### config.mk
export PLATFORM = sky130hd
export DESIGN_NAME = deadline_ordered_timer_queue
export DESIGN_NICKNAME = d
export VERILOG_FILES = /design/src/hdl/dotq_pkg.sv /design/src/hdl/dotq_scan.sv /design/src/hdl/deadline_ordered_timer_queue.sv
export SDC_FILE = /design/constraint.sdc
export NUM_CORES = 2
export LEC_CHECK = 0
export ABC_CLOCK_PERIOD_IN_PS = 13100
export BUFFER_PORTS_ARGS = -buffer_cell sky130_fd_sc_hd__buf_2
export CAP_MARGIN = 20
export CORE_MARGIN = 1
export CORE_UTILIZATION = 40
export CTS_CLUSTER_SIZE = 16
export DETAILED_ROUTE_END_ITERATION = 6
export PLACE_DENSITY = 0.59
export SLEW_MARGIN = 10
export SYNTH_ARGS = -nofsm -noshare
export SYNTH_HDL_FRONTEND = slang
export SYNTH_SLANG_ARGS = --single-unit
### constraint.sdc
create_clock -name clk -period 13.1 [get_ports clk]
set_input_delay 1.31 -clock clk [delete_from_list [all_inputs] [get_ports clk]]
set_output_delay 1.31 -clock clk [all_outputs]
set_load 0.005 [all_outputs]
### src/hdl/dotq_pkg.sv
// Package for the deadline ordered timer queue: sizes, codes and a saturating add.
// No dependencies.
`timescale 1ns / 1ps
`default_nettype none
package dotq_pkg;
	localparam int NUM_SLOTS = 16;
	localparam int TIME_BITS = 48;
	localparam int SLOT_BITS = (NUM_SLOTS > 1) ? $clog2(NUM_SLOTS) : 1;
	localparam int CNT_BITS = $clog2(NUM_SLOTS + 1);

	localparam logic [1:0] OP_ADD    = 2'd0;
	localparam logic [1:0] OP_REMOVE = 2'd1;
	localparam logic [1:0] OP_TICK   = 2'd2;
	localparam logic [1:0] OP_NOP    = 2'd3;

	localparam logic [1:0] KIND_ADD     = 2'd0;
	localparam logic [1:0] KIND_REMOVE  = 2'd1;
	localparam logic [1:0] KIND_EXPIRED = 2'd2;
	localparam logic [1:0] KIND_TICK    = 2'd3;

	localparam logic [1:0] ST_OK       = 2'd0;
	localparam logic [1:0] ST_FULL     = 2'd1;
	localparam logic [1:0] ST_NOTFOUND = 2'd2;

	// Saturating add of a time and an interval.
	function automatic logic [TIME_BITS-1:0] sat_add(input logic [TIME_BITS-1:0] a,
			input logic [31:0] b);
		logic [TIME_BITS:0] s;
		s = {1'b0, a} + {{(TIME_BITS+1-32){1'b0}}, b};
		return s[TIME_BITS] ? {TIME_BITS{1'b1}} : s[TIME_BITS-1:0];
	endfunction
endpackage
`default_nettype wire

### src/hdl/dotq_scan.sv
// Shared scan unit: one slot per cycle, keeps the best candidate so far.
// Depends on dotq_pkg.
`timescale 1ns / 1ps
`default_nettype none
module dotq_scan import dotq_pkg::*; (
	input  wire logic                  clk,
	input  wire logic                  start,
	input  wire logic                  cand,
	input  wire logic [TIME_BITS-1:0]  key_dl,
	input  wire logic [31:0]           key_id,
	input  wire logic                  use_id,
	input  wire logic [SLOT_BITS-1:0]  idx,
	output logic                       found,
	output logic [SLOT_BITS-1:0]       best_idx,
	output logic [TIME_BITS-1:0]       best_dl
);
	logic [31:0] best_id_q;
	logic better;

	// A candidate wins on earlier deadline, then on lower id when use_id is set; ties keep lower index.
	always_comb begin
		better = cand && (!found || key_dl < best_dl ||
			(use_id && key_dl == best_dl && key_id < best_id_q));
	end

	always_ff @(posedge clk) begin
		if (start) begin
			found <= 1'b0;
		end else if (better) begin
			found <= 1'b1;
			best_idx <= idx;
			best_dl <= key_dl;
			best_id_q <= key_id;
		end
	end
endmodule
`default_nettype wire

### src/hdl/deadline_ordered_timer_queue.sv
// Top level of the deadline ordered timer queue: slot table and sequencer.
// Depends on dotq_pkg and dotq_scan.
//
// channel | direction | handshake      | words
// in      | input     | in_valid/ready | op, now_time, interval, repeat_req, timer_id
// out     | output    | out_valid/ready| kind, status, timer_id_res, deadline, remaining, last
//
// Each slot scan passes over all slots through the single compare unit.
// Add and remove take two scans; a tick takes
// one scan per fired timer, one more scan that finds nothing, and a final
// earliest-deadline scan.
// Reset clears the valid bits and the id counter; no clearing pass is needed.
// Output stalls hold the sequencer; no input is taken until the last word leaves.
`timescale 1ns / 1ps
`default_nettype none
module deadline_ordered_timer_queue import dotq_pkg::*; (
	input  wire logic        clk,
	input  wire logic        arst_n,
	input  wire logic        in_valid,
	output logic             in_ready,
	input  wire logic [1:0]  op,
	input  wire logic [47:0] now_time,
	input  wire logic [31:0] interval,
	input  wire logic        repeat_req,
	input  wire logic [31:0] timer_id,
	output logic             out_valid,
	input  wire logic        out_ready,
	output logic [1:0]       kind,
	output logic [1:0]       status,
	output logic [31:0]      timer_id_res,
	output logic [47:0]      deadline,
	output logic signed [48:0] remaining,
	output logic             last
);
	typedef enum logic [5:0] {
		S_IDLE  = 6'b000001,
		S_FIND  = 6'b000010,
		S_ACT   = 6'b000100,
		S_MIN   = 6'b001000,
		S_EMIT  = 6'b010000,
		S_FIRE  = 6'b100000
	} state_t;

	state_t state_q;
	logic [NUM_SLOTS-1:0] valid_q, fired_q;
	logic [TIME_BITS-1:0] dl_mem [NUM_SLOTS];
	logic [31:0] ivl_mem [NUM_SLOTS];
	logic [31:0] id_mem [NUM_SLOTS];
	logic [NUM_SLOTS-1:0] rep_q;
	logic [31:0] next_id_q;
	logic [1:0] op_q;
	logic [TIME_BITS-1:0] now_q;
	logic [31:0] ivl_q, rid_q;
	logic rep_in_q;
	logic [CNT_BITS-1:0] cnt_q;
	logic [SLOT_BITS-1:0] idx;
	logic scan_start, cand, use_id, found;
	logic [SLOT_BITS-1:0] best_idx;
	logic [TIME_BITS-1:0] best_dl;
	logic [1:0] st_q;
	logic [31:0] rid_res_q;
	logic [47:0] dl_res_q;
	logic scan_done;

	assign idx = cnt_q[SLOT_BITS-1:0];
	assign scan_done = (cnt_q == CNT_BITS'(NUM_SLOTS));
	assign in_ready = (state_q == S_IDLE);

	// Candidate selection for the current scan pass.
	always_comb begin
		cand = 1'b0;
		use_id = 1'b0;
		if (!scan_done) begin
			unique case (state_q)
				S_FIND: begin
					if (op_q == OP_ADD) cand = !valid_q[idx] && !found;
					else cand = valid_q[idx] && id_mem[idx] == rid_q && !found;
				end
				S_MIN: cand = valid_q[idx];
				S_FIRE: begin
					cand = valid_q[idx] && !fired_q[idx] && dl_mem[idx] <= now_q;
					use_id = 1'b1;
				end
				default: cand = 1'b0;
			endcase
		end
	end

	assign scan_start = (state_q == S_IDLE) || (state_q == S_ACT) ||
		(state_q == S_EMIT && out_ready);

	dotq_scan u_scan (
		.clk(clk), .start(scan_start), .cand(cand), .key_dl(dl_mem[idx]),
		.key_id(id_mem[idx]), .use_id(use_id), .idx(idx), .found(found),
		.best_idx(best_idx), .best_dl(best_dl)
	);

	// Time to earliest deadline from the minimum scan.
	logic signed [48:0] rem_val;
	always_comb begin
		if (!found) rem_val = '1;
		else if (best_dl <= now_q) rem_val = '0;
		else rem_val = 49'(best_dl - now_q);
	end

	// Slot table writes.
	always_ff @(posedge clk) begin
		if (state_q == S_ACT && op_q == OP_ADD && found) begin
			dl_mem[best_idx] <= sat_add(now_q, ivl_q);
			ivl_mem[best_idx] <= ivl_q;
			id_mem[best_idx] <= next_id_q + 32'd1;
			rep_q[best_idx] <= rep_in_q;
		end else if (state_q == S_FIRE && scan_done && found && rep_q[best_idx]) begin
			dl_mem[best_idx] <= sat_add(now_q,
				(ivl_mem[best_idx] == 32'd0) ? 32'd1 : ivl_mem[best_idx]);
		end
	end

	// Sequencer.
	always_ff @(posedge clk or negedge arst_n) begin
		if (!arst_n) begin
			state_q <= S_IDLE;
			valid_q <= '0;
			next_id_q <= '0;
			out_valid <= 1'b0;
		end else begin
			unique case (state_q)
				S_IDLE: begin
					if (in_valid) begin
						op_q <= op;
						now_q <= now_time;
						ivl_q <= interval;
						rep_in_q <= repeat_req;
						rid_q <= timer_id;
						cnt_q <= '0;
						fired_q <= '0;
						if (op == OP_TICK) state_q <= S_FIRE;
						else if (op != OP_NOP) state_q <= S_FIND;
					end
				end
				S_FIND: begin
					if (scan_done) state_q <= S_ACT;
					else cnt_q <= cnt_q + 1'b1;
				end
				S_ACT: begin
					cnt_q <= '0;
					state_q <= S_MIN;
					rid_res_q <= rid_q;
					dl_res_q <= '0;
					st_q <= ST_OK;
					if (op_q == OP_ADD) begin
						if (found) begin
							valid_q[best_idx] <= 1'b1;
							next_id_q <= next_id_q + 32'd1;
							rid_res_q <= next_id_q + 32'd1;
							dl_res_q <= sat_add(now_q, ivl_q);
						end else begin
							st_q <= ST_FULL;
							rid_res_q <= '0;
						end
					end else if (found) begin
						valid_q[best_idx] <= 1'b0;
						dl_res_q <= dl_mem[best_idx];
					end else begin
						st_q <= ST_NOTFOUND;
					end
				end
				S_MIN: begin
					if (scan_done) begin
						out_valid <= 1'b1;
						kind <= (op_q == OP_ADD) ? KIND_ADD :
							(op_q == OP_REMOVE) ? KIND_REMOVE : KIND_TICK;
						status <= (op_q == OP_TICK) ? ST_OK : st_q;
						timer_id_res <= (op_q == OP_TICK) ? 32'd0 : rid_res_q;
						deadline <= (op_q == OP_TICK) ? 48'd0 : dl_res_q;
						remaining <= rem_val;
						last <= 1'b1;
						state_q <= S_EMIT;
					end else cnt_q <= cnt_q + 1'b1;
				end
				S_FIRE: begin
					if (scan_done) begin
						cnt_q <= '0;
						if (found) begin
							fired_q[best_idx] <= 1'b1;
							if (!rep_q[best_idx]) valid_q[best_idx] <= 1'b0;
							out_valid <= 1'b1;
							kind <= KIND_EXPIRED;
							status <= ST_OK;
							timer_id_res <= id_mem[best_idx];
							deadline <= best_dl;
							remaining <= '0;
							last <= 1'b0;
							state_q <= S_EMIT;
						end else begin
							state_q <= S_MIN;
						end
					end else cnt_q <= cnt_q + 1'b1;
				end
				S_EMIT: begin
					if (out_ready) begin
						out_valid <= 1'b0;
						cnt_q <= '0;
						if (last) state_q <= S_IDLE;
						else state_q <= S_FIRE;
					end
				end
				default: state_q <= S_IDLE;
			endcase
		end
	end
endmodule
`default_nettype wire

==> summary.md <==
| Metric | Value |
|---|---|
| Status | finished, violations left |
| Violated checks | antenna violations |
| Clock share of power | 0.321 |
| Internal Power | 15,300 uW |
| Max Cap Viol | 0 |
| Number of DRC markers in iteration 0 | 8,142 |
| Clk Latency, worst-skew pair | 0.91 ns |
| Critical path class | register to register |
| Filler Cell Count | about 23,000 |
| Synthesized area | 0.108 sq mm |
| Gp weighted congestion | 0.914 |
| Via density | 6.27 |
| # rows | about 190 |
| CP Data Required Time | 13.64 ns |
| Yosys cell types | 81 |
| P_sw | 7050 uW |
| Final WL | 336 mm |
| Post-DP HPWL | approximately 210 mm |
| Arrival time worst endpoint | a little over 10 ns |
| Fin crit share | 0.728 |
| Number of enable flip-flop cells after synthesis | between 2,000 and 2,500 |
| Remaining DRCs | 0 |
| Maximum fanout along the worst path | 57 |
| Gr usage total | 0.245 |
| TritonCTS clock tree | done |
| Setup repair after global routing missed its margin | false |
| Post-cts gate resize count | 0 |
| Power per cell area | 183 mW/mm^2 |
| Number of post-CTS setup repair buffers | 0 |
| Via count | between 60,000 and 70,000 |
| Vias in the first global route | 62,700 |
| Global-route wire length before repair | 472 mm |
| Largest net degree at the start of global routing | 109 |
| CP endpoint kind | register |
| Clock-pin transition on the worst setup and hold timing paths | 0.06 ns |
| Final Hold Violating Endpoints | 0 |
| Crit path launch type | register |
| R2r worst-path depth | 20 |
| Synthesized Nets | 6,319 |
| Seq/Total Area, Yosys | 0.641 |
| Final Cell Area | 0.122 sq mm |
| Synth Register Bits | 2,308 |
| Antenna Violating Nets Remaining | 1 |
| Chip Height | 520 um |
| Final core occ | 0.458 |
| Post-Synthesis Cells | 5,955 |
| Peak supply drop | 0.000169 V |
| Reg2Reg Capture Point | dl_mem[15][21] |
| Layout cells sized above 1 | 0.281 |
| Setup TNS | 0 ns |
| Clk_skew | 0.0624 ns |
| Hold_buf cts | 0 |
| Port-buffer cells | 254 |
| Sinks on Clock Net | between 2,000 and 2,500 |
| Final worst path period need | 9.54 ns |
| Most used DFF post-synth | edfxtp_1 |
| Layout area overhead | 13.4% |
| Hold Path Class | register to register |
| Worst-Margin Slew | 1.24 ns |
| Die width | about 520 um |
| Placed inst area | 0.113 sq mm |
| Nets | approximately 6,700 |
| Synth async-reset ratio | 0.0238 |
| Final setup viols | 0 |
| Antenna violations before repair | 17 |
| Reg2reg setup slack | 3.56 ns |
| I/O Pins | around 260 |
| Syn_area_per_cell | 18.1 sq um |
| CTS buffer count | 249 |
| Max_slew headroom | 0.166 |
| Ys Warns | 0 |
| Number of max-slew violations in the final report | 0 |
| Setup crit end | dl_mem[15][21] |
| CTS root buf | clkbuf_16 |
| H-tree Lvls | 4 |
| Logic pwr share | 0.271 |
| Sw Ratio | 0.316 |
| Total congestion overflow | 0 |
| Initial Util | 0.404 |
| FMAX | around 0.10 GHz |
| Die area | between 0.2 and 0.3 sq mm |
| CTS max path bufs | 4 |
| Leak pwr | 0.0413 uW |
| Seq pwr share | 0.408 |
| Pre-antenna DRT Iters | 5 |
| Wire per inst | 33.4 um |
| CORE AREA | approximately 0.27 sq mm |
per-stage QoR:
stage                     instances  hold slack, ns  setup slack (ns)  total power [uW]
after CTS                     10000           0.496              3.38             22300
after detailed placement       9568           0.483              3.43             15200
final                         10100           0.499              3.56             22300
after global routing          10000           0.508              3.05             23000
after global placement         9562           0.475              3.59             15200
after floorplan                5955           0.451              1.94             13100
power groups by stage:
stage	clock network, uW	registers (uW)	logic (uW)
global route	7510	9120	6390
global placement	0	9250	5910
CTS	7240	9100	6000
detailed placement	0	9260	5980
finish	7160	9100	6050
floorplan	0	8930	4140
layout by cell type, fill, tap and decap left out, types with 12 or more instances in the layout:
cell and count:
a211oi_1 29, a21o_1 87, a21oi_1 235, a22o_1 60, a22oi_1 33, a31oi_1 33, and3_1 19, buf_2 256
buf_4 156, bufinv_16 33, clkbuf_1 56, clkbuf_16 250, clkinv_1 45, clkinv_2 36, clkinvlp_4 18, dfrtp_1 54
diode_2 15, edfxtp_1 2244, ha_1 242, inv_1 197, mux2i_1 44, mux4_2 953, nand2_1 238, nand2b_1 23
nand3_1 55, nand4_1 58, nor2_1 143, nor2_4 35, nor2b_1 38, nor3_1 29, nor4_1 24, o211ai_1 14
o21a_1 26, o21ai_0 260, o21bai_1 19, o22ai_1 14, o31ai_1 14, o41ai_1 12, xnor2_1 107, xor2_1 97
worst max-delay path, stage by stage, from the launching register on:
cell	delay (ns)
dfxtp_4	0.95
buf_12	0.45
buf_4	0.39
mux4_2	0.53
mux4_2	0.52
nor4_1	0.34
nand4_1	0.21
o21bai_1	0.21
ha_1	0.21
fa_1	0.22
a21o_1	0.14
a21oi_1	0.11
o311a_1	0.38
nor4_1	0.80
o2111ai_1	0.40
a211oi_1	0.89
a311oi_4	0.27
buf_4	0.41
inv_1	0.50
a21oi_1	0.19
a21oi_1	0.86
synthesized netlist by cell type (all sizes together) (11+ instances only):
cell type / number / area, sq um
edfxtp: 2244 / 67400
mux4: 959 / 21600
o21ai: 268 / 1340
ha: 242 / 3030
nand2: 238 / 893
a21oi: 236 / 1180
clkbuf: 211 / 792
inv: 199 / 747
nor2: 178 / 668
buf: 121 / 678
xnor2: 112 / 981
xor2: 99 / 867
a21o: 87 / 653
a22o: 60 / 526
nand4: 58 / 363
nand3: 55 / 275
dfrtp: 54 / 1350
mux2i: 44 / 440
nor2b: 38 / 238
a31oi: 34 / 213
a22oi: 33 / 248
nor3: 30 / 150
a211oi: 29 / 218
nor4: 26 / 163
o21a: 26 / 195
nand2b: 25 / 156
and3: 20 / 125
o21bai: 20 / 150
o31ai: 15 / 118
o211ai: 14 / 105
o22ai: 14 / 87.6
and2: 13 / 81.3
o41ai: 12 / 105
and4: 11 / 96.3
cells by family (layout without fill, tap and decap cells):
logic type,after synthesis,after routing,share of synthesized area
muxes,1013,1013,0.206
DFF,2308,2308,0.641
xor gates and xnor gates,211,211,0.0172
adders and majority gates,245,245,0.0287
other,0,15,0
buffers and inverters,532,1083,0.0207
AOI/OAI and AO/OA,922,922,0.0539
and+or+nand+nor,724,724,0.0320
worst min-delay path by stage:
stage / start / to / cells after the start
6_report: next_id_q[31] / next_id_q[31] / 1
5_1_grt: next_id_q[31] / next_id_q[31] / 1
4_1_cts: next_id_q[31] / next_id_q[31] / 1
3_5_place_dp: next_id_q[31] / next_id_q[31] / 1
3_3_place_gp: next_id_q[31] / next_id_q[31] / 1
2_1_floorplan: cnt_q[0] / u_scan.best_idx[0] / 0
flip-flops by register name, indices dropped and copies added, names as in the netlist, 4 cells and up, named ones only:
signal and count:
dl_mem 768, id_mem 512, ivl_mem 512, remaining 49
deadline 48, dl_res_q 48, now_q 48, u_scan.best_dl 48
ivl_q 32, next_id_q 32, rid_q 32, rid_res_q 32
timer_id_res 32, u_scan.best_id_q 32, fired_q 16, rep_q 16
state_q 6, cnt_q 5, u_scan.best_idx 4
layout make-up:
type	count	area, sq um	area share
repair buffers	423	2680	0.0220
inverters	200	757	0.00621
flip-flops and latches	2308	69000	0.566
diodes	15	37.5	0.000308
well taps	3533	4420	0.0363
multi-input cells	3115	36800	0.302
clock inverters	143	1620	0.0133
clock buffers	317	6620	0.0543
layer usage:
layer / global-route usage / wire length (um) / vias up
li1: - / - / 25400
met1: 0.349 / 138000 / 33800
met2: 0.383 / 156000 / 3269
met3: 0.0463 / 31100 / 523
met4: 0.0760 / 10900 / 8
met5: 0 / 53 / -
Note: power is estimated with default switching activity, not from simulation.
